File: src/hdl/lms_pkg.sv
// shared types, register map and level helpers for the led matrix grayscale scanner
// depends on nothing; imported by lms_frame_store, led_matrix_grayscale_scanner and the testbench files
package lms_pkg;

  typedef struct packed {
    logic       command;
    logic [2:0] column;
    logic [2:0] row;
    logic [1:0] colour;
  } in_cmd_t;

  typedef struct packed {
    logic [2:0] row_index;
    logic [7:0] anode_select;
    logic [7:0] cathode_bits;
  } out_res_t;

  // commands
  localparam logic CMD_WRITE = 1'b0;
  localparam logic CMD_TICK  = 1'b1;

  // level codes
  localparam logic [1:0] LVL_OFF   = 2'd0;
  localparam logic [1:0] LVL_DARK  = 2'd1;
  localparam logic [1:0] LVL_LIGHT = 2'd2;
  localparam logic [1:0] LVL_FULL  = 2'd3;

  // register indexes (byte address is 4 * index)
  localparam logic [2:0] REG_DIVIDER   = 3'd0;
  localparam logic [2:0] REG_LIGHT_ON  = 3'd1;
  localparam logic [2:0] REG_LIGHT_OFF = 3'd2;
  localparam logic [2:0] REG_DARK_ON   = 3'd3;
  localparam logic [2:0] REG_DARK_OFF  = 3'd4;

  localparam logic [15:0] RST_DIVIDER   = 16'd1;
  localparam logic [3:0]  RST_LIGHT_ON  = 4'd3;
  localparam logic [3:0]  RST_LIGHT_OFF = 4'd1;
  localparam logic [3:0]  RST_DARK_ON   = 4'd1;
  localparam logic [3:0]  RST_DARK_OFF  = 4'd3;
  localparam logic [7:0]  ANODE_FIRST   = 8'h80;

  // phase counter step: wraps at on+off (saturated to 15), or modulo 16
  function automatic logic [3:0] next_phase(input logic [3:0] ph, input logic [3:0] on,
                                            input logic [3:0] off);
    logic [4:0] sum;
    logic [3:0] per;
    logic [3:0] inc;
    sum = {1'b0, on} + {1'b0, off};
    per = (sum > 5'd15) ? 4'd15 : sum[3:0];
    inc = ph + 4'd1;
    return (inc == per) ? 4'd0 : inc;
  endfunction

  function automatic logic pixel_lit(input logic [1:0] code,
                                     input logic [3:0] light_ph, input logic [3:0] light_on,
                                     input logic [3:0] dark_ph, input logic [3:0] dark_on);
    logic lit;
    case (code)
      LVL_FULL:  lit = 1'b1;
      LVL_LIGHT: lit = light_ph < light_on;
      LVL_DARK:  lit = dark_ph < dark_on;
      default:   lit = 1'b0;
    endcase
    return lit;
  endfunction

endpackage

File: src/hdl/lms_frame_store.sv
// frame store: one word of 2-bit pixel codes per row, synchronous read
// rows never written since reset read as all off through per-row valid bits; uses lms_pkg
module lms_frame_store #(
  parameter int ROWS = 8,
  parameter int LW   = 16
) (
  input  logic                    clk,
  input  logic                    rst_n,
  input  logic                    rd_en,
  input  logic [$clog2(ROWS)-1:0] rd_addr,
  output logic [LW-1:0]           rd_data,
  input  logic                    wr_en,
  input  logic [$clog2(ROWS)-1:0] wr_addr,
  input  logic [LW-1:0]           wr_data
);
  import lms_pkg::*;

  logic [LW-1:0]   mem [ROWS];
  logic [ROWS-1:0] vld_r;
  logic [LW-1:0]   rd_data_r;
  logic            rd_vld_r;

  always_ff @(posedge clk) begin
    if (wr_en) begin
      mem[wr_addr] <= wr_data;
    end
    if (rd_en) begin
      rd_data_r <= mem[rd_addr];
    end
  end

  always_ff @(posedge clk) begin
    if (!rst_n) begin
      vld_r    <= '0;
      rd_vld_r <= 1'b0;
    end else begin
      if (wr_en) begin
        vld_r[wr_addr] <= 1'b1;
      end
      if (rd_en) begin
        rd_vld_r <= vld_r[rd_addr];
      end
    end
  end

  assign rd_data = rd_vld_r ? rd_data_r : '0;

endmodule

File: src/hdl/led_matrix_grayscale_scanner.sv
// led matrix row scanner with four gray levels; top level with register port and control
// depends on lms_pkg and lms_frame_store
//
//  channel  | ports                               | handshake
//  ---------+-------------------------------------+----------------------------------
//  input    | start, busy, in_cmd                 | beat taken when start & !busy
//  result   | out_strobe, out_res                 | beat shown for one cycle, no stall
//  config   | psel penable pwrite paddr pwdata    | write when psel&penable&pwrite
//           | prdata pready                       | pready tied high
//
// a tick that does not fire leaves the block idle; a pixel write and a firing tick enter a
// busy state (ST_WR or ST_TK), as each first reads its row from the frame store read port.
// a row result is registered from the row read in ST_TK; the next item may enter as it is shown.
// reset clears counters and per-row valid bits at once; there is no clearing pass.
// the result side cannot stall, so busy only follows the frame store access.
module led_matrix_grayscale_scanner #(
  parameter int ROWS    = 8,
  parameter int COLUMNS = 8
) (
  input  logic              clk,
  input  logic              rst_n,
  input  logic              start,
  output logic              busy,
  input  lms_pkg::in_cmd_t  in_cmd,
  output logic              out_strobe,
  output lms_pkg::out_res_t out_res,
  input  logic              psel,
  input  logic              penable,
  input  logic              pwrite,
  input  logic [4:0]        paddr,
  input  logic [31:0]       pwdata,
  output logic [31:0]       prdata,
  output logic              pready
);
  import lms_pkg::*;

  localparam int RW    = $clog2(ROWS);
  localparam int RCW   = $clog2(ROWS + 1);
  localparam int LW    = 2 * COLUMNS;
  localparam int NCATH = (COLUMNS < 8) ? COLUMNS : 8;

  localparam logic [1:0] ST_IDLE = 2'd0;
  localparam logic [1:0] ST_WR   = 2'd1;
  localparam logic [1:0] ST_TK   = 2'd2;

  // configuration registers
  logic [15:0] div_r;
  logic [3:0]  light_on_r, light_off_r, dark_on_r, dark_off_r;

  logic [1:0]     state_r, state_nxt;
  logic [15:0]    tick_r, tick_nxt;
  logic [RCW-1:0] row_count_r, row_count_nxt;
  logic [7:0]     sel_r, sel_nxt;
  logic [7:0]     phase_r, phase_nxt;
  logic [2:0]     pend_idx_r, pend_idx_nxt;
  logic [7:0]     pend_anode_r, pend_anode_nxt;
  logic [RW-1:0]  wr_row_r, wr_row_nxt;
  logic [2:0]     wr_col_r, wr_col_nxt;
  logic [1:0]     wr_colour_r, wr_colour_nxt;
  logic           out_strobe_r, out_strobe_nxt;
  out_res_t       out_res_r, out_res_nxt;

  logic           accept;
  logic [15:0]    tick_inc;
  logic           fire;
  logic           wrap;
  logic [RCW-1:0] cur_row;
  logic [7:0]     cur_sel;
  logic [31:0]    cur_row_ext;
  logic [31:0]    in_row_ext;
  logic [31:0]    in_col_ext;
  logic           in_pix_ok;

  logic           rd_en;
  logic [RW-1:0]  rd_addr;
  logic [LW-1:0]  rd_data;
  logic           wr_en;
  logic [LW-1:0]  merged;
  logic [7:0]     cath;

  // config port
  logic       cfg_wr;
  logic [2:0] cfg_idx;

  assign cfg_wr  = psel & penable & pwrite;
  assign cfg_idx = paddr[4:2];
  assign pready  = 1'b1;

  always_ff @(posedge clk) begin
    if (!rst_n) begin
      div_r       <= RST_DIVIDER;
      light_on_r  <= RST_LIGHT_ON;
      light_off_r <= RST_LIGHT_OFF;
      dark_on_r   <= RST_DARK_ON;
      dark_off_r  <= RST_DARK_OFF;
    end else if (cfg_wr) begin
      case (cfg_idx)
        REG_DIVIDER:   div_r       <= pwdata[15:0];
        REG_LIGHT_ON:  light_on_r  <= pwdata[3:0];
        REG_LIGHT_OFF: light_off_r <= pwdata[3:0];
        REG_DARK_ON:   dark_on_r   <= pwdata[3:0];
        REG_DARK_OFF:  dark_off_r  <= pwdata[3:0];
        default: ;
      endcase
    end
  end

  always_comb begin
    case (cfg_idx)
      REG_DIVIDER:   prdata = {16'd0, div_r};
      REG_LIGHT_ON:  prdata = {28'd0, light_on_r};
      REG_LIGHT_OFF: prdata = {28'd0, light_off_r};
      REG_DARK_ON:   prdata = {28'd0, dark_on_r};
      REG_DARK_OFF:  prdata = {28'd0, dark_off_r};
      default:       prdata = '0;
    endcase
  end

  // item decode
  assign busy        = (state_r != ST_IDLE);
  assign accept      = start & ~busy;
  assign tick_inc    = tick_r + 16'd1;
  assign fire        = (tick_inc >= div_r);
  assign wrap        = (32'(row_count_r) >= ROWS);
  assign cur_row     = wrap ? '0 : row_count_r;
  assign cur_sel     = wrap ? ANODE_FIRST : sel_r;
  assign cur_row_ext = 32'(cur_row);
  assign in_row_ext  = 32'(in_cmd.row);
  assign in_col_ext  = 32'(in_cmd.column);
  assign in_pix_ok   = (in_row_ext < ROWS) && (in_col_ext < COLUMNS);

  always_comb begin
    state_nxt      = state_r;
    tick_nxt       = tick_r;
    row_count_nxt  = row_count_r;
    sel_nxt        = sel_r;
    phase_nxt      = phase_r;
    pend_idx_nxt   = pend_idx_r;
    pend_anode_nxt = pend_anode_r;
    wr_row_nxt     = wr_row_r;
    wr_col_nxt     = wr_col_r;
    wr_colour_nxt  = wr_colour_r;
    out_strobe_nxt = 1'b0;
    out_res_nxt    = out_res_r;
    rd_en          = 1'b0;
    rd_addr        = cur_row[RW-1:0];
    wr_en          = 1'b0;

    case (state_r)
      ST_IDLE: begin
        if (accept) begin
          if (in_cmd.command == CMD_TICK) begin
            tick_nxt = fire ? 16'd0 : tick_inc;
            if (fire) begin
              if (wrap) begin
                phase_nxt = {next_phase(phase_r[7:4], light_on_r, light_off_r),
                             next_phase(phase_r[3:0], dark_on_r, dark_off_r)};
              end
              row_count_nxt  = cur_row + RCW'(1);
              sel_nxt        = cur_sel >> 1;
              pend_idx_nxt   = cur_row_ext[2:0];
              pend_anode_nxt = cur_sel;
              rd_en          = 1'b1;
              rd_addr        = cur_row[RW-1:0];
              state_nxt      = ST_TK;
            end
          end else if (in_pix_ok) begin
            // fetch the row, merge the pixel next cycle
            wr_row_nxt    = in_row_ext[RW-1:0];
            wr_col_nxt    = in_cmd.column;
            wr_colour_nxt = in_cmd.colour;
            rd_en         = 1'b1;
            rd_addr       = in_row_ext[RW-1:0];
            state_nxt     = ST_WR;
          end
        end
      end
      ST_WR: begin
        wr_en     = 1'b1;
        state_nxt = ST_IDLE;
      end
      ST_TK: begin
        out_strobe_nxt           = 1'b1;
        out_res_nxt.row_index    = pend_idx_r;
        out_res_nxt.anode_select = pend_anode_r;
        out_res_nxt.cathode_bits = cath;
        state_nxt                = ST_IDLE;
      end
      default: state_nxt = ST_IDLE;
    endcase
  end

  // pixel merge for the write-back
  always_comb begin
    merged = rd_data;
    for (int c = 0; c < COLUMNS; c++) begin
      if (32'(wr_col_r) == c) begin
        merged[2*(COLUMNS-1-c) +: 2] = wr_colour_r;
      end
    end
  end

  // cathode pattern of the fetched row
  for (genvar c = 0; c < 8; c++) begin : g_cath
    if (c < NCATH) begin : g_on
      assign cath[c] = pixel_lit(rd_data[2*(COLUMNS-1-c) +: 2], phase_r[7:4], light_on_r,
                                 phase_r[3:0], dark_on_r);
    end else begin : g_off
      assign cath[c] = 1'b0;
    end
  end

  lms_frame_store #(
    .ROWS (ROWS),
    .LW   (LW)
  ) u_store (
    .clk     (clk),
    .rst_n   (rst_n),
    .rd_en   (rd_en),
    .rd_addr (rd_addr),
    .rd_data (rd_data),
    .wr_en   (wr_en),
    .wr_addr (wr_row_r),
    .wr_data (merged)
  );

  always_ff @(posedge clk) begin
    if (!rst_n) begin
      state_r      <= ST_IDLE;
      tick_r       <= '0;
      row_count_r  <= RCW'(ROWS);
      sel_r        <= ANODE_FIRST;
      phase_r      <= '0;
      out_strobe_r <= 1'b0;
    end else begin
      state_r      <= state_nxt;
      tick_r       <= tick_nxt;
      row_count_r  <= row_count_nxt;
      sel_r        <= sel_nxt;
      phase_r      <= phase_nxt;
      out_strobe_r <= out_strobe_nxt;
    end
  end

  always_ff @(posedge clk) begin
    pend_idx_r   <= pend_idx_nxt;
    pend_anode_r <= pend_anode_nxt;
    wr_row_r     <= wr_row_nxt;
    wr_col_r     <= wr_col_nxt;
    wr_colour_r  <= wr_colour_nxt;
    out_res_r    <= out_res_nxt;
  end

  assign out_strobe = out_strobe_r;
  assign out_res    = out_res_r;

  // a result beat only follows a row fetch
  a_strobe_after_fetch: assert property (@(posedge clk) disable iff (!rst_n)
    out_strobe_r |-> $past(state_r == ST_TK))
    else $error("result beat without a row fetch");

  // write-back and row output states are always left for idle in the following cycle
  a_single_cycle_busy: assert property (@(posedge clk) disable iff (!rst_n)
    (state_r == ST_WR || state_r == ST_TK) |=> (state_r == ST_IDLE))
    else $error("busy state held longer than one cycle");

  a_anode_onehot: assert property (@(posedge clk) disable iff (!rst_n)
    out_strobe_r |-> $onehot0(out_res_r.anode_select))
    else $error("anode select not one-hot");

  a_row_count_range: assert property (@(posedge clk) disable iff (!rst_n)
    32'(row_count_r) <= ROWS)
    else $error("row counter out of range");

  // a tick that fires always lands on a fetch
  a_fire_fetch: assert property (@(posedge clk) disable iff (!rst_n)
    (accept && in_cmd.command == CMD_TICK && fire) |=> (state_r == ST_TK))
    else $error("firing tick did not fetch a row");

endmodule

File: config.mk
export PLATFORM = sky130hd
export DESIGN_NAME = led_matrix_grayscale_scanner
export DESIGN_NICKNAME = d
export VERILOG_FILES = /design/src/hdl/lms_pkg.sv /design/src/hdl/lms_frame_store.sv /design/src/hdl/led_matrix_grayscale_scanner.sv
export SDC_FILE = /design/constraint.sdc
export NUM_CORES = 1
export LEC_CHECK = 0
export ABC_AREA = 1
export BUFFER_PORTS_ARGS = -buffer_cell sky130_fd_sc_hd__buf_2
export CAP_MARGIN = 30
export CORE_UTILIZATION = 60
export CTS_BUF_LIST = sky130_fd_sc_hd__clkbuf_16
export DETAILED_ROUTE_END_ITERATION = 8
export PLACE_DENSITY = 0.85
export SETUP_SLACK_MARGIN = 0.15
export SLEW_MARGIN = 40
export SYNTH_ARGS = -nofsm -noshare
export SYNTH_HDL_FRONTEND = slang
export SYNTH_SLANG_ARGS = --single-unit
File: constraint.sdc
create_clock -name clk -period 4 [get_ports clk]
set_input_delay 0.8 -clock clk [delete_from_list [all_inputs] [get_ports clk]]
set_output_delay 0.8 -clock clk [all_outputs]
set_load 0.01 [all_outputs]
### Word-level counts from Yosys, hierarchy flattened

Memory sizes are Yosys's and may differ from the RTL's. A register that Yosys moved wholly into a read port is not among the register bits.
Index checks and enable logic that the tools add are counted.

| word-level totals | value |
|---|---|
| bits in registers | 118 |
| input port bits | 52 |
| output and inout port bits | 54 |
| memories | 1 |
| word-level logic and storage cells | 149 |
| RAM bits | 128 |

| cells by class | value |
|---|---|
| bitwise logic cells | 6 |
| multiplexer cells | 45 |
| reductions and logical operators | 18 |
| equal/unequal tests | 40 |
| order comparisons | 11 |
| add/subtract/negate cells | 6 |

Memory list:

| name | words | width | rd ports | clocked after Yosys merged registers in | write ports | RTL line | source |
|---|---|---|---|---|---|---|---|
| u_store.mem | 8 | 16 | 1 | 1 | 1 | lms_frame_store.sv:18 | `logic [LW-1:0] mem [ROWS];` |

Operators with widths:

| operator | count |
|---|---|
| one-hot mux 16 bit (5 select lines) | 1 |
| equality test 2 bit (second input constant) | 17 |
| 2-to-1 mux 16 bit | 2 |
| one-hot mux 1 bit (3 select lines) | 8 |
| 2-to-1 mux 2 bit | 11 |
| 2-to-1 mux 4 bit | 5 |
| equality test 2 x 1 -> 1 bit (second input constant) | 9 |
| adder 16 x 1 -> 16 bit (second input constant) | 1 |
| >= comparator 16 bit | 1 |
| less-than comparator 3 x 4 -> 1 bit (second input constant) | 4 |
| equality test 3 bit (second input constant) | 5 |
| adder 4 x 1 -> 4 bit (second input constant) | 3 |
| equality test 3 x 2 -> 1 bit (second input constant) | 4 |
| 2-to-1 mux 3 bit | 4 |
| AND reduction 2 bit | 6 |
| 2-to-1 mux 1 bit | 11 |
| adder 4 x 4 -> 5 bit | 2 |
| greater-than comparator 5 x 4 -> 1 bit (second input constant) | 2 |
| equality test 4 bit | 2 |
| less-than comparator 4 bit | 2 |
| 2-to-1 mux 8 bit | 1 |
| bitwise OR 8 bit | 1 |
| AND reduction 4 bit | 2 |
| equality test 3 x 1 -> 1 bit (second input constant) | 2 |
| other kinds (13) | 20 |

### Logic depth before layout (Yosys ltp)

| depth | value |
|---|---|
| depth in word-level cells | 8 |
| gate-level depth with buffers | 18 |
| depth with buffers taken out | 17 |

### Hierarchy

From an unflattened synthesis, not the netlist that was laid out.

| second synthesis, totals | value |
|---|---|
| cell total of the unflattened synthesis | 1238 |
| area, all modules | 11865.1 µm² |

By module, submodules not included:

| module | cells an instance | area each (µm²) | sequential area each (µm²) | instances |
|---|---|---|---|---|
| lms_frame_store | 484 | 5955.7 | 4504.3 | 1 |
| led_matrix_grayscale_scanner | 754 | 5909.4 | 2562.5 | 1 |

### Worst setup path before layout

OpenSTA, ideal clock, no wires.

| timing path | value |
|---|---|
| path kind | register to register |
| from | register tick_r[0] |
| to | register pend_anode_r[0] (enable) |
| clock period less this slack | 2818 ps |
| stages on the path, launching flop included | 17 |
| data arrival time | 2462 ps |
| required time | 3643 ps |
| library setup time | 357 ps |
| setup slack | 1182 ps |
| buffers on the path | 1 |
| path through | dfxtp_1 > ha_1 > nand3_1 > inv_1 > nand2_1 > nor2_2 > nand3_1 > nor2_1 > xor2_1 > ha_1 > nand4_1 > nor3_1 > nand2_1 > nand2_1 > nand2_1 > buf_2 > inv_1 |

| on the way | value |
|---|---|
| longest elaborated chain between the ends | 3 |

RTL lines:

| item | RTL line | source |
|---|---|---|
| start: declaration | led_matrix_grayscale_scanner.sv:51 | `logic [15:0] tick_r, tick_nxt;` |
| start signal: assignment | led_matrix_grayscale_scanner.sv:237 | `tick_r <= tick_nxt;` |
| adder 16 x 1 -> 16 bit | led_matrix_grayscale_scanner.sv:122 | `assign tick_inc = tick_r + 16'd1;` |
| >= comparator 16 bit | led_matrix_grayscale_scanner.sv:123 | `assign fire = (tick_inc >= div_r);` |
| AND reduction 4 bit (no source line) | - |  |
| end signal: assignment | led_matrix_grayscale_scanner.sv:247 | `pend_anode_r <= pend_anode_nxt;` |
| end: declaration | led_matrix_grayscale_scanner.sv:56 | `logic [7:0] pend_anode_r, pend_anode_nxt;` |

Every way passes these cells.
A chain may end at the register's enable or synchronous reset.

### Worst setup path in the final report

| timing path | value |
|---|---|
| from | register tick_r[0] |
| to | register phase_r[1] |

| on the way | value |
|---|---|
| longest elaborated chain between the ends | 3 |

RTL lines:

| item | RTL line | source |
|---|---|---|
| adder 16 x 1 -> 16 bit | led_matrix_grayscale_scanner.sv:122 |  |
| >= comparator 16 bit | led_matrix_grayscale_scanner.sv:123 |  |
| AND reduction 5 bit (no source line) | - |  |
| end signal: assignment | led_matrix_grayscale_scanner.sv:240 | `phase_r <= phase_nxt;` |
| end: declaration | led_matrix_grayscale_scanner.sv:54 | `logic [7:0] phase_r, phase_nxt;` |

Every way passes these cells.

==> out/results.ini <==
[routing]
finalWirelength_um = 25900
wire_per_inst_um = 16.5
antenna_left = 0
vias = 8947
drtIter0Drc = 1022
dr.pass1.iters = 7
drt-vias-per-instance = 5.70
drc_errors = 0

[logic_synthesis]
yosysSeqAreaShare_pct = 60.1
synth_flop_cell = edfxtp_1
postSynthCellCount = 1215
yosysWarnings = 0
async_flop_share_pct = 0
synth_cell_types = 42
synth.cell_area_um2 = 11800
synth_edf_count = 182
ys_ff_latch = 262
avgSynthCellArea_um2 = 9.68

[cells_and_area]
stdcell_area_um2 = 13200
final_common_cell = nand2_1
drive_above_1_share_pct = 11.5
syn_to_final_growth_pct = 12.2
nets = 1375
layout_common_cells = nand2_1, edfxtp_1, nor2_1, o21ai_0, inv_1

[critical_path]
crit_chain = ha_1, nand3_1, inv_1, nand2_1, nor2_2, nand3_1, nor2_1, xor2_1, ha_1, nand4_1, nor3_1, nand2_1, nand2_1, nand3_1, inv_1, nand2_1, a21oi_1
cp_max_fo = 11
cp_data_required_time_ns = 4.45
reg2reg_from = tick_r[0]
crit_top_cell = nand2_1
arrival_ns = 3.72
reg2reg_depth = 17
slowest_delay_ns = 0.39
cp-startpoint = tick_r[0]
r2r_setup_slack_ns = 0.74
end_kind = register
startpoint_type = register
worstSetupPathType = register to register
slowest_stage = dfxtp_1
r2r_end = phase_r[1]

[die]
die_y_um = 142
num_io_pins = 106
die-area_um2 = 20200
die_w_um = 142
core_um2 = 19000
start_util_pct = 62.0
rows = 50

[clock_network]
path_clk_slew_ns = 0.06
cts_buffers = 27
cts_tree = built
ctsHoldBuffers = 0
ctsRootBufferMaster = clkbuf_16
insertion_delay_ns = 0.54
cts_resized = 0
h-tree-depth = 1
post-cts-setup-buffers = 0
cts_sinks = 262
ctsLongestPathBuffers = 3

[placed_design]
io_buffers = 70
dp_hpwl_um = 16000
placed_area_um2 = 12300
place_congestion = 0.846

[sta]
setup_violations = 0
rsz0062_at_grt = no
finalHoldViolCount = 0
min_period_ns = 3.26
fmax_ghz = 0.306
totalNegativeSetupSlack_ns = 0
worst_slew_pin_slew_ns = 0.846
fin_crit_sh_pct = 81.6
skew_ns = 0.0262
slew_viol_final = 0
slew_headroom_pct = 43.6

[global_routing]
antenna_found_initial = 1
grt_pass1_wl_um = 40700
grt_pass1_vias = 8375
grt-ovfl-total = 0
grt_usage_pct = 25.9
grt_max_degree = 48

[worst_hold_path]
hold_path_end = out_res[14]
hold_start = pend_anode_r[6]
hold_depth = 0
holdCritPathClass = register to register

[power_and_ir_drop]
power_leakage_uw = 0.00527
power.density_nw_per_um2 = 448
ir_drop_uv = 349

[status]
outcome = completed

[job]
max-cap-violations = 0

==> synth_stat cells (all sizes together) (3+ instances only) <==
cell / n / share of area, %
nand4: 8 / 0.43
nand2: 234 / 7.6
nor2: 178 / 5.9
ha: 34 / 3.6
a221oi: 3 / 0.22
o21ai: 136 / 5.9
a21oi: 71 / 3.0
inv: 111 / 3.5
buf: 41 / 2.4
o22ai: 32 / 1.7
xor2: 11 / 0.82
nor3: 8 / 0.53
edfxtp: 182 / 46
dfxtp: 80 / 14
clkbuf: 19 / 0.61
nand3: 46 / 2.0
xnor2: 6 / 0.45
==> power breakdown <==
part | internal, uW | switching [uW] | total [uW]
registers | 2990 | 40.7 | 3030
logic | 124 | 312 | 436
clock network | 1430 | 1020 | 2450
==> critical path: cells and delay by family (launching register included) <==
family	cells	cell delay (ns)
AOI/OAI and AO/OA	1	0.13
xor gates and xnor gates	1	0.10
adders and majority gates	2	0.51
buffers and inverters	2	0.42
DFF	1	0.39
and+or+nand+nor	11	1.63
==> metal layers <==
layer,routed length (um),vias up,global-route usage (%)
met5,0,-,0
met4,890,0,11.5
met3,2400,83,4.17
met2,12400,488,43.4
met1,10200,4150,33.4
li1,-,4226,-
==> through the flow <==
stage | total power (uW) | instances | hold slack (ns) | util [%] | setup slack (ns)
floorplan | 3380 | 1230 | 0.400 | - | 1.18
global placement | 3480 | 1516 | 0.402 | 64.8 | 0.864
detailed placement | 3500 | 1518 | 0.405 | 65.0 | 0.830
CTS | 5920 | 1568 | 0.418 | 69.6 | 0.772
global route | 6070 | 1569 | 0.423 | 69.6 | 0.288
finish | 5920 | 1569 | 0.413 | 69.6 | 0.736
==> cell families (layout without fill, tap and decap cells) <==
group / Yosys count / count (layout) / share of synthesized area, %
flops: 262 / 262 / 60.1
simple gates: 476 / 476 / 16.6
compound gates: 249 / 249 / 11.4
fa+ha+maj: 36 / 36 / 3.96
buf+inv: 173 / 251 / 6.62
xor+xnor: 17 / 17 / 1.27
other cells: 2 / 18 / 0.0639
==> final cells by class <==
type                       count  area (um^2)
tap                          260          325
multi-input combinational    795         4000
inverter                     113          425
antenna                        1         2.50
clock inverter                23          194
clock buffer                  27          676
timing repair buffer          88          500
fill                        1272         5770
sequential                   262         7070
==> worst max path at each step <==
stage	end	slack, ns	depth (start not counted)
floorplan	pend_anode_r[0]	1.18	16
global placement	u_store.rd_data_r[10]	0.86	16
detailed placement	pend_anode_r[6]	0.83	15
CTS	phase_r[7]	0.77	17
global route	phase_r[1]	0.29	17
finish	phase_r[1]	0.74	17
==> registers in the layout, summed over array words and instances (netlist names), 3 cells and up <==
register / count
pend_anode_r: 8
phase_r: 8
light_off_r: 4
u_store.rd_data_r: 16
wr_row_r: 3
dark_on_r: 4
row_count_r: 4
wr_col_r: 3
out_res: 19
sel_r: 8
light_on_r: 4
u_store.vld_r: 8
tick_r: 16
dark_off_r: 4
pend_idx_r: 3
div_r: 16
u_store.mem: 128
(Power assumes the default switching activity.)
